### src/hw/rtl/ubsd_pkg.sv
// ----------------------------------------------------------------------------
// ubsd_pkg: shared types and constants of the UTF-8 byte stream decoder
// Result and queue entry layouts, field widths and the queue geometry.
// ----------------------------------------------------------------------------
package ubsd_pkg;

    localparam int unsigned CP_W     = 21;
    localparam int unsigned WIDTH_W  = 8;
    localparam int unsigned BYTE_W   = 8;
    localparam int unsigned Q_DEPTH  = 4;
    localparam int unsigned Q_PTR_W  = $clog2(Q_DEPTH);
    localparam int unsigned Q_CNT_W  = $clog2(Q_DEPTH + 1);

    // Question mark, the error code point after reset.
    localparam logic [CP_W-1:0] ERR_CP_RESET = CP_W'(8'h3F);

    typedef struct packed {
        logic [CP_W-1:0]    cp;
        logic [WIDTH_W-1:0] width;
        logic               err;
    } result_t;

    // Everything one input byte produces: one result, or two.
    typedef struct packed {
        result_t res0;
        result_t res1;
        logic    two;
    } entry_t;

    typedef struct packed {
        logic full;
        logic empty;
    } q_status_t;

endpackage

### src/hw/rtl/ubsd_front.sv
// ----------------------------------------------------------------------------
// ubsd_front: byte intake and sequence state machine
// Accepts one byte per cycle while the queue has room, tracks the character in
// progress and writes the results each byte causes into the queue as one entry.
// ----------------------------------------------------------------------------
module ubsd_front
(
    input  logic                         clk,
    input  logic                         rst_n,
    input  logic                         in_valid,
    output logic                         in_stall,
    input  logic [ubsd_pkg::BYTE_W-1:0]  data_byte,
    input  logic                         end_of_buffer,
    input  logic [ubsd_pkg::CP_W-1:0]    err_cp,
    input  ubsd_pkg::q_status_t          q_status,
    output logic                         push,
    output ubsd_pkg::entry_t             push_entry
);
    import ubsd_pkg::*;

    typedef enum logic [1:0]
    {
        PH_IDLE    = 2'd0,
        PH_SKIP    = 2'd1,
        PH_COLLECT = 2'd2,
        PH_STOP    = 2'd3
    } phase_t;

    typedef struct packed {
        logic               emit;
        result_t            res;
        phase_t             nphase;
        logic [1:0]         nneed;
        logic [CP_W-1:0]    nacc;
        logic [WIDTH_W-1:0] nwidth;
    } start_t;

    phase_t             phase_reg, phase_next;
    logic [1:0]         need_reg, need_next;
    logic [CP_W-1:0]    acc_reg, acc_next;
    logic [WIDTH_W-1:0] width_reg, width_next;

    logic               accept;
    logic [CP_W-1:0]    acc_shift;
    logic [WIDTH_W-1:0] width_inc;
    start_t             start_res;

    function automatic logic [WIDTH_W-1:0] sat_inc(input logic [WIDTH_W-1:0] x);
        return (x == {WIDTH_W{1'b1}}) ? x : x + WIDTH_W'(1);
    endfunction

    // Handle a byte where a character starts, fresh or after strays.
    function automatic start_t char_start
    (
        input logic [BYTE_W-1:0]  b,
        input logic               eob,
        input logic               fresh,
        input logic [WIDTH_W-1:0] w,
        input logic [CP_W-1:0]    ecp
    );
        start_t     r;
        logic       lead_ok;
        logic [1:0] need;
        logic [4:0] bits;
        r.emit      = 1'b0;
        r.res.cp    = ecp;
        r.res.width = w;
        r.res.err   = 1'b1;
        r.nphase    = PH_IDLE;
        r.nneed     = 2'd0;
        r.nacc      = '0;
        r.nwidth    = WIDTH_W'(1);
        lead_ok     = 1'b1;
        need        = 2'd0;
        bits        = 5'd0;
        if (fresh && b == '0)
        begin
            r.nphase = eob ? PH_IDLE : PH_STOP;
        end
        else if (b[7:6] == 2'b10)
        begin
            if (eob)
            begin
                r.emit = 1'b1;
            end
            else
            begin
                r.nwidth = sat_inc(w);
                r.nphase = PH_SKIP;
            end
        end
        else if (!b[7])
        begin
            r.emit    = 1'b1;
            r.res.cp  = CP_W'(b);
            r.res.err = 1'b0;
        end
        else
        begin
            if (b[7:5] == 3'b110)
            begin
                need = 2'd1;
                bits = b[4:0];
            end
            else if (b[7:4] == 4'b1110)
            begin
                need = 2'd2;
                bits = {1'b0, b[3:0]};
            end
            else if (b[7:3] == 5'b11110)
            begin
                need = 2'd3;
                bits = {2'b00, b[2:0]};
            end
            else
            begin
                lead_ok = 1'b0;
            end
            if (!lead_ok || eob)
            begin
                r.emit = 1'b1;
            end
            else
            begin
                r.nacc   = CP_W'(bits);
                r.nneed  = need;
                r.nphase = PH_COLLECT;
                r.nwidth = w;
            end
        end
        return r;
    endfunction

    assign in_stall  = q_status.full;
    assign accept    = in_valid && !in_stall;
    assign acc_shift = {acc_reg[CP_W-7:0], data_byte[5:0]};
    assign width_inc = sat_inc(width_reg);

    // A mid-sequence non-continuation restarts from a fresh idle state.
    assign start_res = (phase_reg == PH_COLLECT)
                     ? char_start(data_byte, end_of_buffer, 1'b1, WIDTH_W'(1), err_cp)
                     : char_start(data_byte, end_of_buffer, phase_reg == PH_IDLE,
                                  width_reg, err_cp);

    always_comb
    begin
        phase_next       = phase_reg;
        need_next        = need_reg;
        acc_next         = acc_reg;
        width_next       = width_reg;
        push             = 1'b0;
        push_entry.res0  = start_res.res;
        push_entry.res1  = start_res.res;
        push_entry.two   = 1'b0;
        unique case (phase_reg) inside
            PH_STOP:
            begin
                if (end_of_buffer)
                begin
                    phase_next = PH_IDLE;
                    need_next  = 2'd0;
                    acc_next   = '0;
                    width_next = WIDTH_W'(1);
                end
            end
            PH_IDLE, PH_SKIP:
            begin
                push       = start_res.emit;
                phase_next = start_res.nphase;
                need_next  = start_res.nneed;
                acc_next   = start_res.nacc;
                width_next = start_res.nwidth;
            end
            PH_COLLECT:
            begin
                if (data_byte[7:6] == 2'b10)
                begin
                    push                  = (need_reg <= 2'd1) || end_of_buffer;
                    push_entry.res0.cp    = (need_reg <= 2'd1) ? acc_shift : err_cp;
                    push_entry.res0.width = width_inc;
                    push_entry.res0.err   = (need_reg > 2'd1);
                    if (push)
                    begin
                        phase_next = PH_IDLE;
                        need_next  = 2'd0;
                        acc_next   = '0;
                        width_next = WIDTH_W'(1);
                    end
                    else
                    begin
                        need_next  = need_reg - 2'd1;
                        acc_next   = acc_shift;
                        width_next = width_inc;
                    end
                end
                else
                begin
                    // Error for the broken sequence, then the byte starts anew.
                    push                  = 1'b1;
                    push_entry.res0.cp    = err_cp;
                    push_entry.res0.width = width_reg;
                    push_entry.res0.err   = 1'b1;
                    push_entry.two        = start_res.emit;
                    phase_next            = start_res.nphase;
                    need_next             = start_res.nneed;
                    acc_next              = start_res.nacc;
                    width_next            = start_res.nwidth;
                end
            end
            default:
            begin
                phase_next = PH_IDLE;
            end
        endcase
        if (!accept)
        begin
            push       = 1'b0;
            phase_next = phase_reg;
            need_next  = need_reg;
            acc_next   = acc_reg;
            width_next = width_reg;
        end
    end

    always_ff @(posedge clk or negedge rst_n)
    begin
        if (!rst_n)
        begin
            phase_reg <= PH_IDLE;
            need_reg  <= 2'd0;
            acc_reg   <= '0;
            width_reg <= WIDTH_W'(1);
        end
        else
        begin
            phase_reg <= phase_next;
            need_reg  <= need_next;
            acc_reg   <= acc_next;
            width_reg <= width_next;
        end
    end

endmodule

### src/hw/rtl/ubsd_queue.sv
// ----------------------------------------------------------------------------
// ubsd_queue: entry queue between intake and output
// Small FIFO of per-byte entries so each side can stall on its own.
// ----------------------------------------------------------------------------
module ubsd_queue
(
    input  logic                clk,
    input  logic                rst_n,
    input  logic                push,
    input  ubsd_pkg::entry_t    push_entry,
    input  logic                pop,
    output ubsd_pkg::entry_t    pop_entry,
    output ubsd_pkg::q_status_t q_status
);
    import ubsd_pkg::*;

    entry_t             mem_reg [Q_DEPTH];
    logic [Q_PTR_W-1:0] wr_ptr_reg, wr_ptr_next;
    logic [Q_PTR_W-1:0] rd_ptr_reg, rd_ptr_next;
    logic [Q_CNT_W-1:0] count_reg, count_next;

    assign q_status.full  = (count_reg == Q_CNT_W'(Q_DEPTH));
    assign q_status.empty = (count_reg == '0);
    assign pop_entry      = mem_reg[rd_ptr_reg];

    always_comb
    begin
        wr_ptr_next = push ? wr_ptr_reg + Q_PTR_W'(1) : wr_ptr_reg;
        rd_ptr_next = pop  ? rd_ptr_reg + Q_PTR_W'(1) : rd_ptr_reg;
        count_next  = count_reg;
        if (push && !pop)
        begin
            count_next = count_reg + Q_CNT_W'(1);
        end
        else if (pop && !push)
        begin
            count_next = count_reg - Q_CNT_W'(1);
        end
    end

    always_ff @(posedge clk)
    begin
        if (push)
        begin
            mem_reg[wr_ptr_reg] <= push_entry;
        end
    end

    always_ff @(posedge clk or negedge rst_n)
    begin
        if (!rst_n)
        begin
            wr_ptr_reg <= '0;
            rd_ptr_reg <= '0;
            count_reg  <= '0;
        end
        else
        begin
            wr_ptr_reg <= wr_ptr_next;
            rd_ptr_reg <= rd_ptr_next;
            count_reg  <= count_next;
        end
    end

endmodule

### src/hw/rtl/ubsd_back.sv
// ----------------------------------------------------------------------------
// ubsd_back: result output stage
// Holds one queue entry and delivers its one or two results in order.
// ----------------------------------------------------------------------------
module ubsd_back
(
    input  logic                        clk,
    input  logic                        rst_n,
    input  ubsd_pkg::entry_t            pop_entry,
    input  ubsd_pkg::q_status_t         q_status,
    output logic                        pop,
    output logic                        out_valid,
    input  logic                        out_stall,
    output logic [ubsd_pkg::CP_W-1:0]   code_point,
    output logic [ubsd_pkg::WIDTH_W-1:0] byte_width,
    output logic                        is_error,
    output logic                        last_of_item
);
    import ubsd_pkg::*;

    entry_t  cur_reg, cur_next;
    logic    valid_reg, valid_next;
    logic    second_reg, second_next;
    logic    accept;
    logic    done;
    logic    load;
    result_t res;

    assign accept = valid_reg && !out_stall;
    assign done   = accept && (second_reg || !cur_reg.two);
    assign load   = !valid_reg || done;
    assign pop    = load && !q_status.empty;

    always_comb
    begin
        cur_next    = cur_reg;
        valid_next  = valid_reg;
        second_next = second_reg;
        if (load)
        begin
            cur_next    = pop_entry;
            valid_next  = !q_status.empty;
            second_next = 1'b0;
        end
        else if (accept)
        begin
            second_next = 1'b1;
        end
    end

    assign res          = second_reg ? cur_reg.res1 : cur_reg.res0;
    assign out_valid    = valid_reg;
    assign code_point   = res.cp;
    assign byte_width   = res.width;
    assign is_error     = res.err;
    assign last_of_item = second_reg || !cur_reg.two;

    always_ff @(posedge clk)
    begin
        cur_reg <= cur_next;
    end

    always_ff @(posedge clk or negedge rst_n)
    begin
        if (!rst_n)
        begin
            valid_reg  <= 1'b0;
            second_reg <= 1'b0;
        end
        else
        begin
            valid_reg  <= valid_next;
            second_reg <= second_next;
        end
    end

endmodule

### src/hw/rtl/utf8_byte_stream_decoder_unit.sv
// ----------------------------------------------------------------------------
// utf8_byte_stream_decoder_unit: UTF-8 byte stream to code point decoder
// Decodes a UTF-8 byte stream into code points with their byte widths.
// ----------------------------------------------------------------------------
// Usage:
//   Input channel (in_valid / in_stall): one byte per transfer, with
//   end_of_buffer set on the last byte of a buffer. A byte can be taken
//   every cycle while the entry queue has room.
//   Output channel (out_valid / out_stall): one result per transfer:
//   code_point, byte_width, is_error, and last_of_item on the final result
//   of its byte. A byte causes zero, one or two results.
//   Config channel (cfg_valid / cfg_ready): cfg_data sets the code point
//   emitted for malformed input; write it only while the block is idle.
//   Throughput: one byte per cycle while the queue has room, one result
//   per cycle while out_stall is low; a byte giving two results holds the
//   output stage for both, absorbed by the four-entry queue between the
//   intake and the output stage.
//   Reset: the decoder waits for a lead byte, queue and output are empty
//   and the error code point is the question mark.
//   Receiver stall: the output holds its result; the queue fills and then
//   in_stall rises until space frees up.
// ----------------------------------------------------------------------------
module utf8_byte_stream_decoder_unit
(
    input  logic                          clk,
    input  logic                          rst_n,
    input  logic                          in_valid,
    output logic                          in_stall,
    input  logic [ubsd_pkg::BYTE_W-1:0]   data_byte,
    input  logic                          end_of_buffer,
    output logic                          out_valid,
    input  logic                          out_stall,
    output logic [ubsd_pkg::CP_W-1:0]     code_point,
    output logic [ubsd_pkg::WIDTH_W-1:0]  byte_width,
    output logic                          is_error,
    output logic                          last_of_item,
    input  logic                          cfg_valid,
    output logic                          cfg_ready,
    input  logic [ubsd_pkg::CP_W-1:0]     cfg_data
);
    import ubsd_pkg::*;

    logic [CP_W-1:0] error_code_point_reg, error_code_point_next;
    logic            push;
    logic            pop;
    entry_t          push_entry;
    entry_t          pop_entry;
    q_status_t       q_status;

    // The config register takes a write in any cycle.
    assign cfg_ready = 1'b1;

    always_comb
    begin
        error_code_point_next = error_code_point_reg;
        if (cfg_valid && cfg_ready)
        begin
            error_code_point_next = cfg_data;
        end
    end

    always_ff @(posedge clk or negedge rst_n)
    begin
        if (!rst_n)
        begin
            error_code_point_reg <= ERR_CP_RESET;
        end
        else
        begin
            error_code_point_reg <= error_code_point_next;
        end
    end

    // Classify each byte and queue the results it causes.
    ubsd_front u_front
    (
        .clk           (clk),
        .rst_n         (rst_n),
        .in_valid      (in_valid),
        .in_stall      (in_stall),
        .data_byte     (data_byte),
        .end_of_buffer (end_of_buffer),
        .err_cp        (error_code_point_reg),
        .q_status      (q_status),
        .push          (push),
        .push_entry    (push_entry)
    );

    // Decouple intake from delivery.
    ubsd_queue u_queue
    (
        .clk        (clk),
        .rst_n      (rst_n),
        .push       (push),
        .push_entry (push_entry),
        .pop        (pop),
        .pop_entry  (pop_entry),
        .q_status   (q_status)
    );

    // Deliver results one per transfer, in order.
    ubsd_back u_back
    (
        .clk          (clk),
        .rst_n        (rst_n),
        .pop_entry    (pop_entry),
        .q_status     (q_status),
        .pop          (pop),
        .out_valid    (out_valid),
        .out_stall    (out_stall),
        .code_point   (code_point),
        .byte_width   (byte_width),
        .is_error     (is_error),
        .last_of_item (last_of_item)
    );

endmodule

### config.mk
export PLATFORM = sky130hd
export DESIGN_NAME = utf8_byte_stream_decoder_unit
export DESIGN_NICKNAME = d
export VERILOG_FILES = /design/src/hw/rtl/ubsd_pkg.sv /design/src/hw/rtl/ubsd_front.sv /design/src/hw/rtl/ubsd_queue.sv /design/src/hw/rtl/ubsd_back.sv /design/src/hw/rtl/utf8_byte_stream_decoder_unit.sv
export SDC_FILE = /design/constraint.sdc
export NUM_CORES = 1
export LEC_CHECK = 0
export BUFFER_PORTS_ARGS = -buffer_cell sky130_fd_sc_hd__buf_2
export CORE_AREA = 5 5 160 162
export CTS_CLUSTER_SIZE = 40
export DETAILED_ROUTE_END_ITERATION = 16
export DIE_AREA = 0 0 165 167
export PLACE_DENSITY = 0.86
export SYNTH_ARGS = -nofsm -noshare
export SYNTH_HDL_FRONTEND = slang
export SYNTH_SLANG_ARGS = --single-unit
### constraint.sdc
create_clock -name clk -period 9.5 [get_ports clk]
set_input_delay 0.475 -clock clk [delete_from_list [all_inputs] [get_ports clk]]
set_output_delay 0.475 -clock clk [all_outputs]
set_load 0.005 [all_outputs]
==> results of run 1 <==
## worst paths after layout
| path | depth (start not counted) | endpoint | slack, ns |
|---|---|---|---|
| min reg2reg | 2 | u_front.acc_reg[12]$_DFFE_PN0P_ | 0.50 |
| max reg2reg | 6 | u_queue.mem_reg[1][12]$_DFFE_PP_ | 6.38 |
| min | 2 | u_front.acc_reg[3]$_DFFE_PN0P_ | 0.15 |
| max in group asynchronous | 2 | u_queue.rd_ptr_reg[0]$_DFFE_PN0P_ | 8.72 |
| max | 6 | u_queue.mem_reg[1][12]$_DFFE_PP_ | 6.38 |
| min in group clk | 2 | u_back.second_reg$_DFFE_PN0P_ | 0.17 |
## cell families after synthesis
kind of cell	share of synthesized area
and+or+nand+nor	0.04824
adders and majority gates	0.007382
muxes	0.1450
other	0.0002573
xor gates and xnor gates	0.006010
buffers and inverters	0.01657
DFF	0.7268
AOI/OAI and AO/OA	0.04970
## cell usage after synthesis, types with 7 or more instances
| master | n | share of area |
|---|---|---|
| sky130_fd_sc_hd__edfxtp_1 | 305 | 0.63 |
| sky130_fd_sc_hd__mux4_2 | 61 | 0.094 |
| sky130_fd_sc_hd__mux2_2 | 59 | 0.046 |
| sky130_fd_sc_hd__dfrtp_1 | 50 | 0.086 |
| sky130_fd_sc_hd__nand2_1 | 43 | 0.011 |
| sky130_fd_sc_hd__o21ai_0 | 27 | 0.0093 |
| sky130_fd_sc_hd__a21oi_1 | 22 | 0.0076 |
| sky130_fd_sc_hd__clkbuf_1 | 19 | 0.0049 |
| sky130_fd_sc_hd__a22o_1 | 17 | 0.010 |
| sky130_fd_sc_hd__nor2b_1 | 16 | 0.0069 |
| sky130_fd_sc_hd__nor2_1 | 14 | 0.0036 |
| sky130_fd_sc_hd__buf_2 | 13 | 0.0045 |
| sky130_fd_sc_hd__inv_1 | 12 | 0.0031 |
| sky130_fd_sc_hd__and2_1 | 10 | 0.0043 |
| sky130_fd_sc_hd__nand3_1 | 9 | 0.0031 |
| sky130_fd_sc_hd__buf_1 | 8 | 0.0021 |
| sky130_fd_sc_hd__o22ai_1 | 8 | 0.0034 |
| sky130_fd_sc_hd__dfstp_2 | 7 | 0.013 |
| sky130_fd_sc_hd__ha_1 | 7 | 0.0060 |
| sky130_fd_sc_hd__nand2b_1 | 7 | 0.0030 |
| sky130_fd_sc_hd__xnor2_1 | 7 | 0.0042 |
## worst max-delay path, stage by stage, from the launching register on
cell and delay [ns]:
sky130_fd_sc_hd__dfrtp_1 0.54, sky130_fd_sc_hd__inv_1 0.20, sky130_fd_sc_hd__nand2_1 0.25, sky130_fd_sc_hd__nor3_1 0.30, sky130_fd_sc_hd__a21o_4 0.18, sky130_fd_sc_hd__and2_2 0.67
sky130_fd_sc_hd__buf_4 0.56
## power by group
group          switching [mW]  internal [mW]
registers               0.163           2.19
logic                   0.568          0.512
clock network           0.550          0.761
## metrics by stage
| step | utilization | instance area (sq um) | setup WS [ns] | hold slack (ns) |
|---|---|---|---|---|
| finish | 0.6807 | 16310 | 6.379 | 0.1509 |
| global route | 0.6807 | 16310 | 6.209 | 0.1560 |
| CTS | 0.6807 | 16310 | 6.359 | 0.1539 |
| detailed placement | 0.6353 | 15220 | 6.270 | 0.4717 |
| global placement | 0.6353 | 15220 | 6.326 | 0.4615 |
| floorplan | - | 14580 | 6.305 | 0.1794 |
## metal layers
layer  vias up  global-route usage
li1       3332                   -
met2       339              0.3493
met1      3900              0.3137
met4         0             0.04593
met5         -                   0
met3        41             0.04647
## final cells by class
cell class / count / area, sq um
inverter: 13 / 48.80
clock buffer: 53 / 1006
timing repair buffer: 79 / 425.4
tap: 324 / 405.4
fill: 1571 / 7652
clock inverter: 11 / 80.08
multi-input combinational: 383 / 3746
sequential: 362 / 10600
==> flow_results.org, run 1 <==
** GRT
- Maximum number of pins on one net before global-route repair :: 62
- The via count of the first global-routing pass was 7,880.
- Initial antenna violation count :: 0
- Overall global routing resource usage :: 0.2173
- After global routing the overflow that remains totals 0.
- Global-route wire length before repair :: between 40 and 50 mm

** Placement
- Including well taps, the total number of placed cells is 1,161.
- The count of buffers added on input and output ports is 67.
- Post-DP HPWL :: ~17 mm
- The congestion estimate from routability-driven global placement came to 0.8660.

** Floorplanning
- The core region is between 20,000 and 25,000 sq um.
- The die is 165 um wide.
- Number of core rows :: 57
- Chip height :: 167 um
- For this design the top-level I/O count stands at 69.
- Starting density of the core :: 0.6082
- Die Footprint :: approximately 28,000 sq um

** Clocking
- Number of CTS-inserted buffers :: 36
- The later pin in the worst-skew pair is clocked with a latency of 0.51 ns.
- The tree built by TritonCTS fans out to ~360 sinks.
- The cell sitting at the root of the clock tree is a sky130_fd_sc_hd__clkbuf_16.
- Count of instances resized after the clock tree is built :: 0
- Hold Buf Count CTS :: 0
- Clock-pin slew was measured on the worst setup and hold paths at 0.06 ns.
- Setup Fix Bufs, Post-CTS :: 0
- The clock passes through at most 3 buffers.
- The H-tree generated during clock tree synthesis spans 2 levels.
- TritonCTS built the clock tree.

** Yosys
- Averaged over all synthesized cells, the footprint is 18.20 sq um.
- In the synthesized netlist the dominant register cell turns out to be sky130_fd_sc_hd__edfxtp_1.
- FF+latch count, synth :: around 360
- In this run, synthesis inferred 305 flip-flops with an integrated enable.
- Mapped Cells :: 801
- FFs w/ async S/R, synth :: 0.1575
- Summing every instance area after synthesis gives ~15,000 sq um.
- For this run, the register share of the synthesized area comes to 0.7268.
- Post-synthesis cell type count :: 61
- Synthesis produced a netlist with a net count of 844.
- Count of yosys warnings during synthesis :: 0

** Drt
- Total wire length :: 29.13 mm
- Met2 wire length :: 14.62 mm
- Initial drt markers :: 1,001
- Highest metal layer with signal wires :: met4
- Post-DR vias/cell :: 6.214
- Post-route ant nets :: 0
- Detailed-route via count :: about 7,600
- Detailed-routing wirelength on met1 :: around 12 mm
- Number of iterations in the first detailed-routing pass :: 5
- DRC violations left :: 0
- Met3 wirelength from detailed routing :: 2.303 mm
- In the final routed layout, each cell accounts on average for approximately 24 um.

** Setup path
- In this run the worst path has a maximum fanout of 33.
- STA classifies the critical path startpoint as a register.
- Crit Path Category :: reg2reg
- The startpoint identified for the worst register-to-register timing path is u_front.phase_reg[0]$_DFFE_PN0P_.
- Arrival time at the worst endpoint :: 3.26 ns
- Data on the critical path is required at its endpoint by 9.64 ns.
- Startpoint of the worst setup timing path :: u_front.phase_reg[0]$_DFFE_PN0P_
- The worst setup path is captured at a register.

** STA
- In the finished design, the share of the clock period the worst path needs comes to 0.3285.
- Setup violations remaining at the end of the flow were counted as 0.
- Fmax achieved :: 320.4 MHz
- In this run the tightest slew margin relative to its limit is 0.3453.
- The number of hold violations in the final report was 0.
- Unrepaired setup endpoints after global routing :: no
- Slew at the pin closest to its max-slew limit :: ~0.98 ns
- Shortest clock period the worst path allows after layout :: ~3.1 ns
- On the final layout, the worst clock skew is approximately 0.015 ns.
- Max-slew violations :: 0
- Accumulated negative setup slack :: 0 ns

** Pwr
- Worst ir drop on vdd :: 0.2195 mV
- Final total power :: ~4.7 mW
- Pwr per Cell Area :: around 290 nW/um^2
- Leakage :: between 5 and 6 nW

** Layout
- Leaving out fill and tap cells, the most frequent cell in the layout is sky130_fd_sc_hd__edfxtp_1.
- Proportion of layout cells with a drive suffix above 1 :: 0.3008
- The register with the most flip-flops in the layout has 244 of them.
- For this run, the number of standard cells in the final layout without fillers is 1,225.
- Top library cells by usage in the layout, fill and taps aside :: 305 x sky130_fd_sc_hd__edfxtp_1, 67 x sky130_fd_sc_hd__buf_2, 61 x sky130_fd_sc_hd__mux4_2
- Diodes inserted :: 0
- For this run, the post-layout net count is 918.
- Area growth from synthesis to final layout :: 11.91%

** Run
- Max-cap violations in this run came to 0.

** Outcome
- Status :: finished clean

** Min path
- Worst hold-check path type :: in2async
No activity file was read; power rests on OpenSTA's default activity.
==> run 2: changes to the inputs <==
--- a/config.mk
+++ b/config.mk
@@ -6,11 +6,11 @@
 export NUM_CORES = 1
 export LEC_CHECK = 0
 export BUFFER_PORTS_ARGS = -buffer_cell sky130_fd_sc_hd__buf_2
-export CORE_AREA = 5 5 160 162
+export CORE_AREA = 5 5 169 171
 export CTS_CLUSTER_SIZE = 40
 export DETAILED_ROUTE_END_ITERATION = 16
-export DIE_AREA = 0 0 165 167
-export PLACE_DENSITY = 0.86
+export DIE_AREA = 0 0 174 176
+export PLACE_DENSITY = 0.82
 export SYNTH_ARGS = -nofsm -noshare
 export SYNTH_HDL_FRONTEND = slang
 export SYNTH_SLANG_ARGS = --single-unit
==> constraint.sdc (replaced) <==
create_clock -name clk -period 2.8 [get_ports clk]
set_input_delay 0.14 -clock clk [delete_from_list [all_inputs] [get_ports clk]]
set_output_delay 0.14 -clock clk [all_outputs]
set_load 0.005 [all_outputs]
==> run 2 against run 1 <==
Die area increased by 11%. Power increased to 3.5 times the previous value. Routed wire length increased by 5.4%. Non-clock buffer count increased by 43. Cell area increased by 3.7%. Sequential share of layout area decreased by 2.3 points. Cell count increased by 5.2%. Highest routed layer unchanged. Clock power increased to 3.7 times the previous value. Sequential power increased to 3.4 times the previous value.
==> flow_results.org, run 2 (same netlist as run 1, synthesis figures left out) <==
** Min path
- Worst hold endpoint :: u_front.acc_reg[3]$_DFFE_PN0P_
- The kind of path behind the tightest hold check was in2reg (was in2async).
- Along the worst hold path, the cell count comes to 2.
- The worst hold path begins at data_byte[3].

** Setup path
- The worst endpoint data arrival time was 2.94 ns (was 3.26 ns).
- The kind of end point of the critical path was a register (unchanged).
- Critical path launch point type :: input port (was register)
- Beginning of the worst register-to-register path :: u_queue.count_reg[0]$_DFFE_PN0P_ (was u_front.phase_reg[0]$_DFFE_PN0P_)
- The classification of the worst setup path is in2reg (was reg2reg).
- The data required time at the worst endpoint came to 3.20 ns (was 9.64 ns).
- The setup slack of the worst register-to-register path was 0.27 ns (was 6.38 ns).
- Cell count of the worst reg-to-reg path :: 8 (was 6)
- The peak fanout along the critical path came to 7 (was 33).
- The destination of the worst register-to-register timing path was u_queue.count_reg[1]$_DFFE_PN0P_ (was u_queue.mem_reg[1][12]$_DFFE_PP_).

** Layout
- Fill cell total of the finished layout :: 1,769 (was 1,571)
- Number of flip-flops in the largest register :: 244 (unchanged)
- Area occupied by multi-input gates :: 3746 sq um (unchanged)
- The count of nets after finishing was 962 (was 918).
- Sequential Area :: 10,600 sq um (unchanged)
- Top library cells by usage in the layout, fill and taps aside: 305 x sky130_fd_sc_hd__edfxtp_1, 67 x sky130_fd_sc_hd__buf_2, 61 x sky130_fd_sc_hd__mux4_2 (unchanged).
- The number of standard cells in the final layout excluding fillers came to 1,289 (was 1,225).
- The most common cell after layout, fill and taps aside is sky130_fd_sc_hd__edfxtp_1 (unchanged).
- The antenna cell count was 0 (unchanged).
- The cell area after layout is 16,920 sq um (was 16,310 sq um).
- Post-Route Utilization :: 0.6330 (was 0.6807)
- Area growth from synthesis to final layout :: 16.06% (was 11.91%)
- The share of post-route cells with drive strength above 1 was 0.3091 (was 0.3008).

** Pwr
- Pwr per Cell Area :: 990.0 nW/um^2 (was 290.7 nW/um^2)
- The maximum VDD drop is 0.4750 mV (was 0.2195 mV).
- Final total power :: 16.75 mW (was 4.741 mW)
- The standby leakage power came to 5.954 nW (was 5.688 nW).

** Placement
- Post-DP HPWL :: 18.07 mm (was 17.19 mm)
- The total placed cells including tap cells came to 1,195 (was 1,161).
- The count of buffers from port buffering is 67 (unchanged).
- The placed cell area came to 15,440 sq um (was 15,220 sq um).
- The global placer's final weighted congestion came to 0.8700 (was 0.8660).

** Clocking
- The buffer type at the clock tree root was sky130_fd_sc_hd__clkbuf_16 (unchanged).
- Reg clk slew, reported paths :: 0.06 ns (about the same)
- Buffers from clock root to sink, at most :: 3 (unchanged)
- H-tree Lvls :: 2 (unchanged)
- Hold Buf Count CTS :: 26 (was 0)
- Source-to-sink clock delay at the later pin of the worst-skew pair :: 0.52 ns (was 0.51 ns)
- Num Clock Sinks :: 362 (unchanged)
- Number of CTS-inserted buffers :: 37 (was 36)
- Setup Fix Bufs, Post-CTS :: 0 (unchanged)
- CTS tree :: built (unchanged)
- The count of instances resized after the clock tree is built is 0 (unchanged).

** Drt
- Total wire length :: 30.71 mm (was 29.13 mm)
- The number of nets still failing antenna checks after routing was 0 (unchanged).
- The detailed-route via count came to 7,889 (was 7,612).
- Number of iterations in the first detailed-routing pass :: 7 (was 5)
- The wire length per cell after detailed routing came to 23.82 um (was 23.78 um).
- Post-DR vias/cell :: 6.120 (was 6.214)
- Detailed-routing wirelength on met1 :: 12.33 mm (was 11.72 mm)
- The DRC marker count from the first detailed-route iteration was 797 (was 1,001).
- The uppermost layer routed is met4 (unchanged).
- Met3 wirelength from detailed routing :: 2.207 mm (was 2.303 mm)
- DRC violations left :: 0 (unchanged)
- The length of routed met2 wiring is 15.41 mm (was 14.62 mm).

** Floorplanning
- DIE WIDTH :: 174 um (was 165 um)
- The site row count is 60 (was 57).
- Die Footprint :: 30,620 sq um (was 27,560 sq um)
- The vertical extent of the die is 176 um (was 167 um).
- The total I/O pin count was 69 (unchanged).
- Standard cell core area :: 26,730 sq um (was 23,960 sq um)
- Starting density of the core :: 0.5454 (was 0.6082)

** GRT
- The total congestion overflow after global routing was 0 (unchanged).
- The global-route wire length before repair came to 47.61 mm (was 45.26 mm).
- The via count of the first global-routing pass came to 8,099 (was 7,880).
- Maximum number of pins on one net before global-route repair :: 58 (was 62)
- Initial antenna violation count :: 0 (unchanged)
- Overall global routing resource usage :: 0.2021 (was 0.2173)

** STA
- Number of failing hold endpoints at the final stage :: 0 (unchanged)
- Shortest clock period the worst path allows after layout :: 2.545 ns
- Unrepaired setup endpoints after global routing :: no (unchanged)
- Fmax achieved :: 392.9 MHz
- In the finished design, the share of the clock period the worst path needs comes to 0.9090.
- Max-slew violations :: 0 (unchanged)
- The number of setup violations in the final report came to 0 (unchanged).
- Headroom to the max-slew limit :: 0.3368 (was 0.3453)
- The transition at the pin with the smallest max-transition slack came to 0.9938 ns (was 0.9810 ns).
- The worst clock skew was 0.01968 ns (was 0.01541 ns).
- The final-layout setup total negative slack came to 0 ns (unchanged).

** Run
- Reported max-cap violation count :: 0 (unchanged)

** Outcome
- Status: finished clean (unchanged).
-- run 2: cell types whose count changed in the layout (fill, tap and decap cells not counted), sizes merged --
cell and delta:
buf +17, clkbuf +5, inv +1, clkinvlp +2, dlygate4sd3 +26, clkinv -6, bufinv +2
-- run 2: cell type report --
| type | instances | share of cell area |
|---|---|---|
| clock inverter | 10 | 0.007840 |
| sequential | 362 | 0.6266 |
| tap | 341 | 0.02522 |
| multi-input combinational | 383 | 0.2214 |
| clock buffer | 58 | 0.06428 |
| timing repair buffer | 122 | 0.05178 |
| inverter | 13 | 0.002885 |
-- run 2: per-layer routing --
| metal | track usage | vias up |
|---|---|---|
| met5 | 0 | - |
| met4 | 0.05840 | 0 |
| met3 | 0.03833 | 67 |
| met2 | 0.3368 | 360 |
| met1 | 0.2771 | 4038 |
| li1 | - | 3424 |
-- run 2: critical path, cell delays in order --
cell                            delay, ns
sky130_fd_sc_hd__dlygate4sd3_1       0.52
sky130_fd_sc_hd__buf_2               0.17
sky130_fd_sc_hd__or4_4               0.54
sky130_fd_sc_hd__nor3_4              0.24
sky130_fd_sc_hd__nor3_2              0.09
sky130_fd_sc_hd__a21o_4              0.27
sky130_fd_sc_hd__ha_1                0.23
sky130_fd_sc_hd__inv_1               0.07
sky130_fd_sc_hd__fa_1                0.40
sky130_fd_sc_hd__mux2_2              0.27
-- run 2: report_power, final --
group	switching (mW)	internal, mW	total (mW)	leakage (nW)
registers	0.549	7.41	7.96	3.56
logic	1.97	1.91	3.88	1.81
clock network	1.96	2.96	4.91	0.588
total	4.48	12.3	16.7	5.95
-- run 2: per-stage QoR --
stage,hold slack (ns),setup WS (ns)
floorplan,-0.1556,0.2778
global placement,0.3303,0.2847
detailed placement,0.3404,0.2528
CTS,0.02829,0.2870
global route,0.05548,0.1848
finish,0.04215,0.2549
-- run 2: worst max path at each step --
stage          slack [ns]  depth (start not counted)                               end                        startpoint
6_report             0.25                         10  u_queue.count_reg[1]$_DFFE_PN0P_                      data_byte[2]
5_1_grt              0.18                          8  u_queue.count_reg[1]$_DFFE_PN0P_  u_queue.count_reg[0]$_DFFE_PN0P_
2_1_floorplan        0.28                          8   u_queue.mem_reg[0][0]$_DFFE_PP_   u_front.need_reg[1]$_DFFE_PN0P_
3_3_place_gp         0.28                          9  u_queue.count_reg[1]$_DFFE_PN0P_                      data_byte[3]
4_1_cts              0.29                         10  u_queue.count_reg[1]$_DFFE_PN0P_                      data_byte[2]
3_5_place_dp         0.25                          9  u_queue.count_reg[1]$_DFFE_PN0P_                      data_byte[3]
==> run 3: changes to the inputs <==
--- a/config.mk
+++ b/config.mk
@@ -6,10 +6,11 @@
 export NUM_CORES = 1
 export LEC_CHECK = 0
 export BUFFER_PORTS_ARGS = -buffer_cell sky130_fd_sc_hd__buf_2
-export CORE_AREA = 5 5 169 171
+export CORE_AREA = 5 5 178 163
+export CTS_BUF_LIST = sky130_fd_sc_hd__clkbuf_16
 export CTS_CLUSTER_SIZE = 40
 export DETAILED_ROUTE_END_ITERATION = 16
-export DIE_AREA = 0 0 174 176
+export DIE_AREA = 0 0 183 168
 export PLACE_DENSITY = 0.82
 export SYNTH_ARGS = -nofsm -noshare
 export SYNTH_HDL_FRONTEND = slang
==> run 3 against run 2 <==
Combinational power barely moved. Hold slack got worse by 0.0060 ns. Cell area barely moved. Critical path type unchanged.
==> flow_results.org, run 3 (same netlist as run 1, synthesis figures left out) <==
** Drt
- Post-DR vias/cell :: 5.964 (was 6.120)
- DRC violations left :: 0 (unchanged)
- The number of nets still failing antenna checks after routing is 0 (unchanged).
- Initial drt markers :: 670 (was 797)
- Detailed-route via count :: 7,771 (was 7,889)
- Total wire length :: 30.17 mm (was 30.71 mm)
- The detailed-router iteration count before antenna repair is 5 (was 7).
- The wire length per cell after detailed routing came to 23.15 um (was 23.82 um).

** Layout
- Fill cell total of the finished layout :: 1,793 (was 1,769)
- Post-Route Utilization :: 0.6321 (was 0.6330)
- Diodes inserted :: 0 (unchanged)
- Sequential Area :: 10,600 sq um (unchanged)
- The share of post-route cells with drive strength above 1 was 0.3109 (was 0.3091).
- Top library cells by usage in the layout, fill and taps aside :: 305 x sky130_fd_sc_hd__edfxtp_1, 67 x sky130_fd_sc_hd__buf_2, 61 x sky130_fd_sc_hd__mux4_2 (unchanged)
- The most common cell after layout, fill and taps aside was sky130_fd_sc_hd__edfxtp_1 (unchanged).
- The post-synthesis to final-layout area growth is 15.98% (was 16.06%).
- Area occupied by multi-input gates :: 3746 sq um (unchanged)
- Number of flip-flops in the largest register :: 244 (unchanged)
- The count of nets after finishing was 963 (was 962).

** Clocking
- The TritonCTS clock tree is built (unchanged).
- The clock latency at the later pin of the worst-skew pair came to 0.52 ns (about the same).
- The count of instances resized after the clock tree is built was 0 (unchanged).
- The H-tree depth came to 2 (unchanged).
- The TritonCTS buffer count was 37 (unchanged).
- The clock edge transition at the registers on the reported setup and hold paths was 0.06 ns (about the same).
- CTS Root Buffer Type :: sky130_fd_sc_hd__clkbuf_16 (unchanged)
- Buffers from clock root to sink, at most :: 3 (unchanged)
- Num Clock Sinks :: 362 (unchanged)

** Min path
- Worst hold-check path type :: in2reg (unchanged)
- The count of cells along the worst hold path is 3 (was 2).
- The startpoint of the most critical hold path was data_byte[5] (was data_byte[3]).
- Worst hold endpoint :: u_front.acc_reg[5]$_DFFE_PN0P_ (was u_front.acc_reg[3]$_DFFE_PN0P_)

** STA
- The transition at the pin with the smallest max-transition slack was 0.9616 ns (was 0.9938 ns).
- Headroom to the max-slew limit :: 0.3582 (was 0.3368)
- The portion of the clock cycle consumed by the worst path in the final layout was 0.9121 (was 0.9090).
- Fmax achieved :: 391.6 MHz (was 392.9 MHz)
- Accumulated negative setup slack :: 0 ns (unchanged)
- The worst clock skew was 0.02599 ns (was 0.01968 ns).
- The number of setup violations in the final report came to 0 (unchanged).
- Max-slew violations :: 0 (unchanged)
- Unrepaired setup endpoints after global routing :: no (unchanged)
- The final critical path time including I/O delays and setup is 2.554 ns (was 2.545 ns).
- The number of hold violations in the final report was 0 (unchanged).

** Floorplanning
- The site row count came to 57 (was 60).
- Standard cell core area :: 26,740 sq um (was 26,730 sq um)
- Starting density of the core :: 0.5450 (was 0.5454)
- DIE WIDTH :: 183 um (was 174 um)
- Chip height :: 168 um (was 176 um)
- IO Pins :: 69 (unchanged)
- Die Footprint :: 30,740 sq um (was 30,620 sq um)

** GRT
- The via count of the first global-routing pass came to 8,105 (was 8,099).
- The total congestion overflow after global routing was 0 (unchanged).
- Overall global routing resource usage :: 0.1973 (was 0.2021)
- Initial antenna violation count :: 0 (unchanged)
- The global-route wire length before repair was 46.81 mm (was 47.61 mm).
- Maximum number of pins on one net before global-route repair :: 50 (was 58)

** Placement
- The global placer's final weighted congestion is 0.8873 (was 0.8700).
- The detailed placer's ending HPWL is 18.39 mm (was 18.07 mm).
- Port-buffer cells :: 67 (unchanged)

** Setup path
- Worst Path Max Fanout :: 7 (unchanged)
- Beginning of the worst register-to-register path :: u_queue.count_reg[0]$_DFFE_PN0P_ (unchanged)
- The kind of end point of the critical path was a register (unchanged).
- Crit Path Category :: in2reg (unchanged)
- Destination of the worst register-to-register timing path :: u_queue.count_reg[1]$_DFFE_PN0P_ (unchanged)
- Critical path launch point type :: input port (unchanged)
- The worst endpoint data arrival time came to 2.95 ns (was 2.94 ns).
- Critical path required time :: 3.20 ns (about the same)
- The setup slack of the worst register-to-register path came to 0.36 ns (was 0.27 ns).
- Cell count of the worst reg-to-reg path :: 8 (unchanged)

** Pwr
- Pwr per Cell Area :: 980.9 nW/um^2 (was 990.0 nW/um^2)
- The maximum VDD drop was 0.5353 mV (was 0.4750 mV).
- Leakage :: 5.977 nW (was 5.954 nW)

** Run
- The number of max-cap violations is 0 (unchanged).

** Outcome
- Status :: finished clean (unchanged)
run 3: changes by cell type in the layout (fill, tap and decap cells not counted):
cell	before	now
sky130_fd_sc_hd__clkbuf_16	39	37
sky130_fd_sc_hd__bufinv_16	3	4
sky130_fd_sc_hd__clkbuf_8	4	0
sky130_fd_sc_hd__clkinv_8	0	2
sky130_fd_sc_hd__clkinv_4	0	1
sky130_fd_sc_hd__buf_4	24	26
sky130_fd_sc_hd__clkbuf_1	15	0
sky130_fd_sc_hd__buf_12	5	4
sky130_fd_sc_hd__clkinv_2	3	6
sky130_fd_sc_hd__inv_1	12	19
sky130_fd_sc_hd__clkinv_1	2	9
run 3: cell type report:
class                           instances  area share
Clock inverter                         31     0.01606
Inverter                               13    0.002887
Multi-Input combinational cell        383      0.2216
Timing Repair Buffer                  123     0.05151
Clock buffer                           37     0.05477
Sequential cell                       362      0.6270
Tap cell                              354     0.02620
run 3: where the power goes:
part	total, mW	internal, mW	switching (mW)
sequential	7.97	7.41	0.560
combinational	3.86	1.88	1.97
clock	4.76	2.80	1.96
total	16.6	12.1	4.50
run 3: timing repair:
action                     in CTS  in global routing
hold endpoints to repair       50                  0
setup buffers                   0                  0
hold buffers                   26                  0
setup endpoints to repair       0                  0
run 3: worst max path at each step:
stage | from | end | slack, ns | depth (start not counted)
final | data_byte[2] | u_queue.count_reg[1]$_DFFE_PN0P_ | 0.25 | 10
after global routing | data_byte[2] | u_queue.count_reg[1]$_DFFE_PN0P_ | 0.15 | 10
after CTS | data_byte[2] | u_queue.count_reg[1]$_DFFE_PN0P_ | 0.28 | 10
after detailed placement | data_byte[3] | u_queue.count_reg[1]$_DFFE_PN0P_ | 0.24 | 9
after global placement | data_byte[3] | u_queue.count_reg[1]$_DFFE_PN0P_ | 0.27 | 9
after floorplan | u_front.need_reg[1]$_DFFE_PN0P_ | u_queue.mem_reg[0][0]$_DFFE_PP_ | 0.28 | 8
run 3: metal layers:
metal / global-route usage / routed length, um / vias up
met1: 0.2782 / 12480 / 4003
met2: 0.3295 / 15140 / 306
met3: 0.03409 / 2170 / 31
met4: 0.04242 / 384 / 0
li1: - / - / 3431
met5: 0 / 0 / -
run 3: worst max-delay path, cell delays in order:
cell                            delay, ns
sky130_fd_sc_hd__dlygate4sd3_1       0.53
sky130_fd_sc_hd__buf_2               0.17
sky130_fd_sc_hd__or4_4               0.54
sky130_fd_sc_hd__nor3_4              0.24
sky130_fd_sc_hd__nor3_2              0.09
sky130_fd_sc_hd__a21o_4              0.27
sky130_fd_sc_hd__ha_1                0.23
sky130_fd_sc_hd__inv_1               0.07
sky130_fd_sc_hd__fa_1                0.39
sky130_fd_sc_hd__mux2_2              0.27
run 3: metrics by stage:
stage | setup slack (ns) | hold WS [ns] | cell area [sq um] | total power [mW] | cells
CTS | 0.2760 | 0.01434 | 16910 | 16.75 | 1303
finish | 0.2461 | 0.03617 | 16910 | 16.58 | 1303
global route | 0.1539 | 0.05815 | 16910 | 17.33 | 1303
floorplan | 0.2778 | -0.1556 | 14580 | 10.46 | 801
global placement | 0.2690 | 0.2310 | 15450 | 11.73 | 1209
detailed placement | 0.2382 | 0.2435 | 15450 | 11.90 | 1209
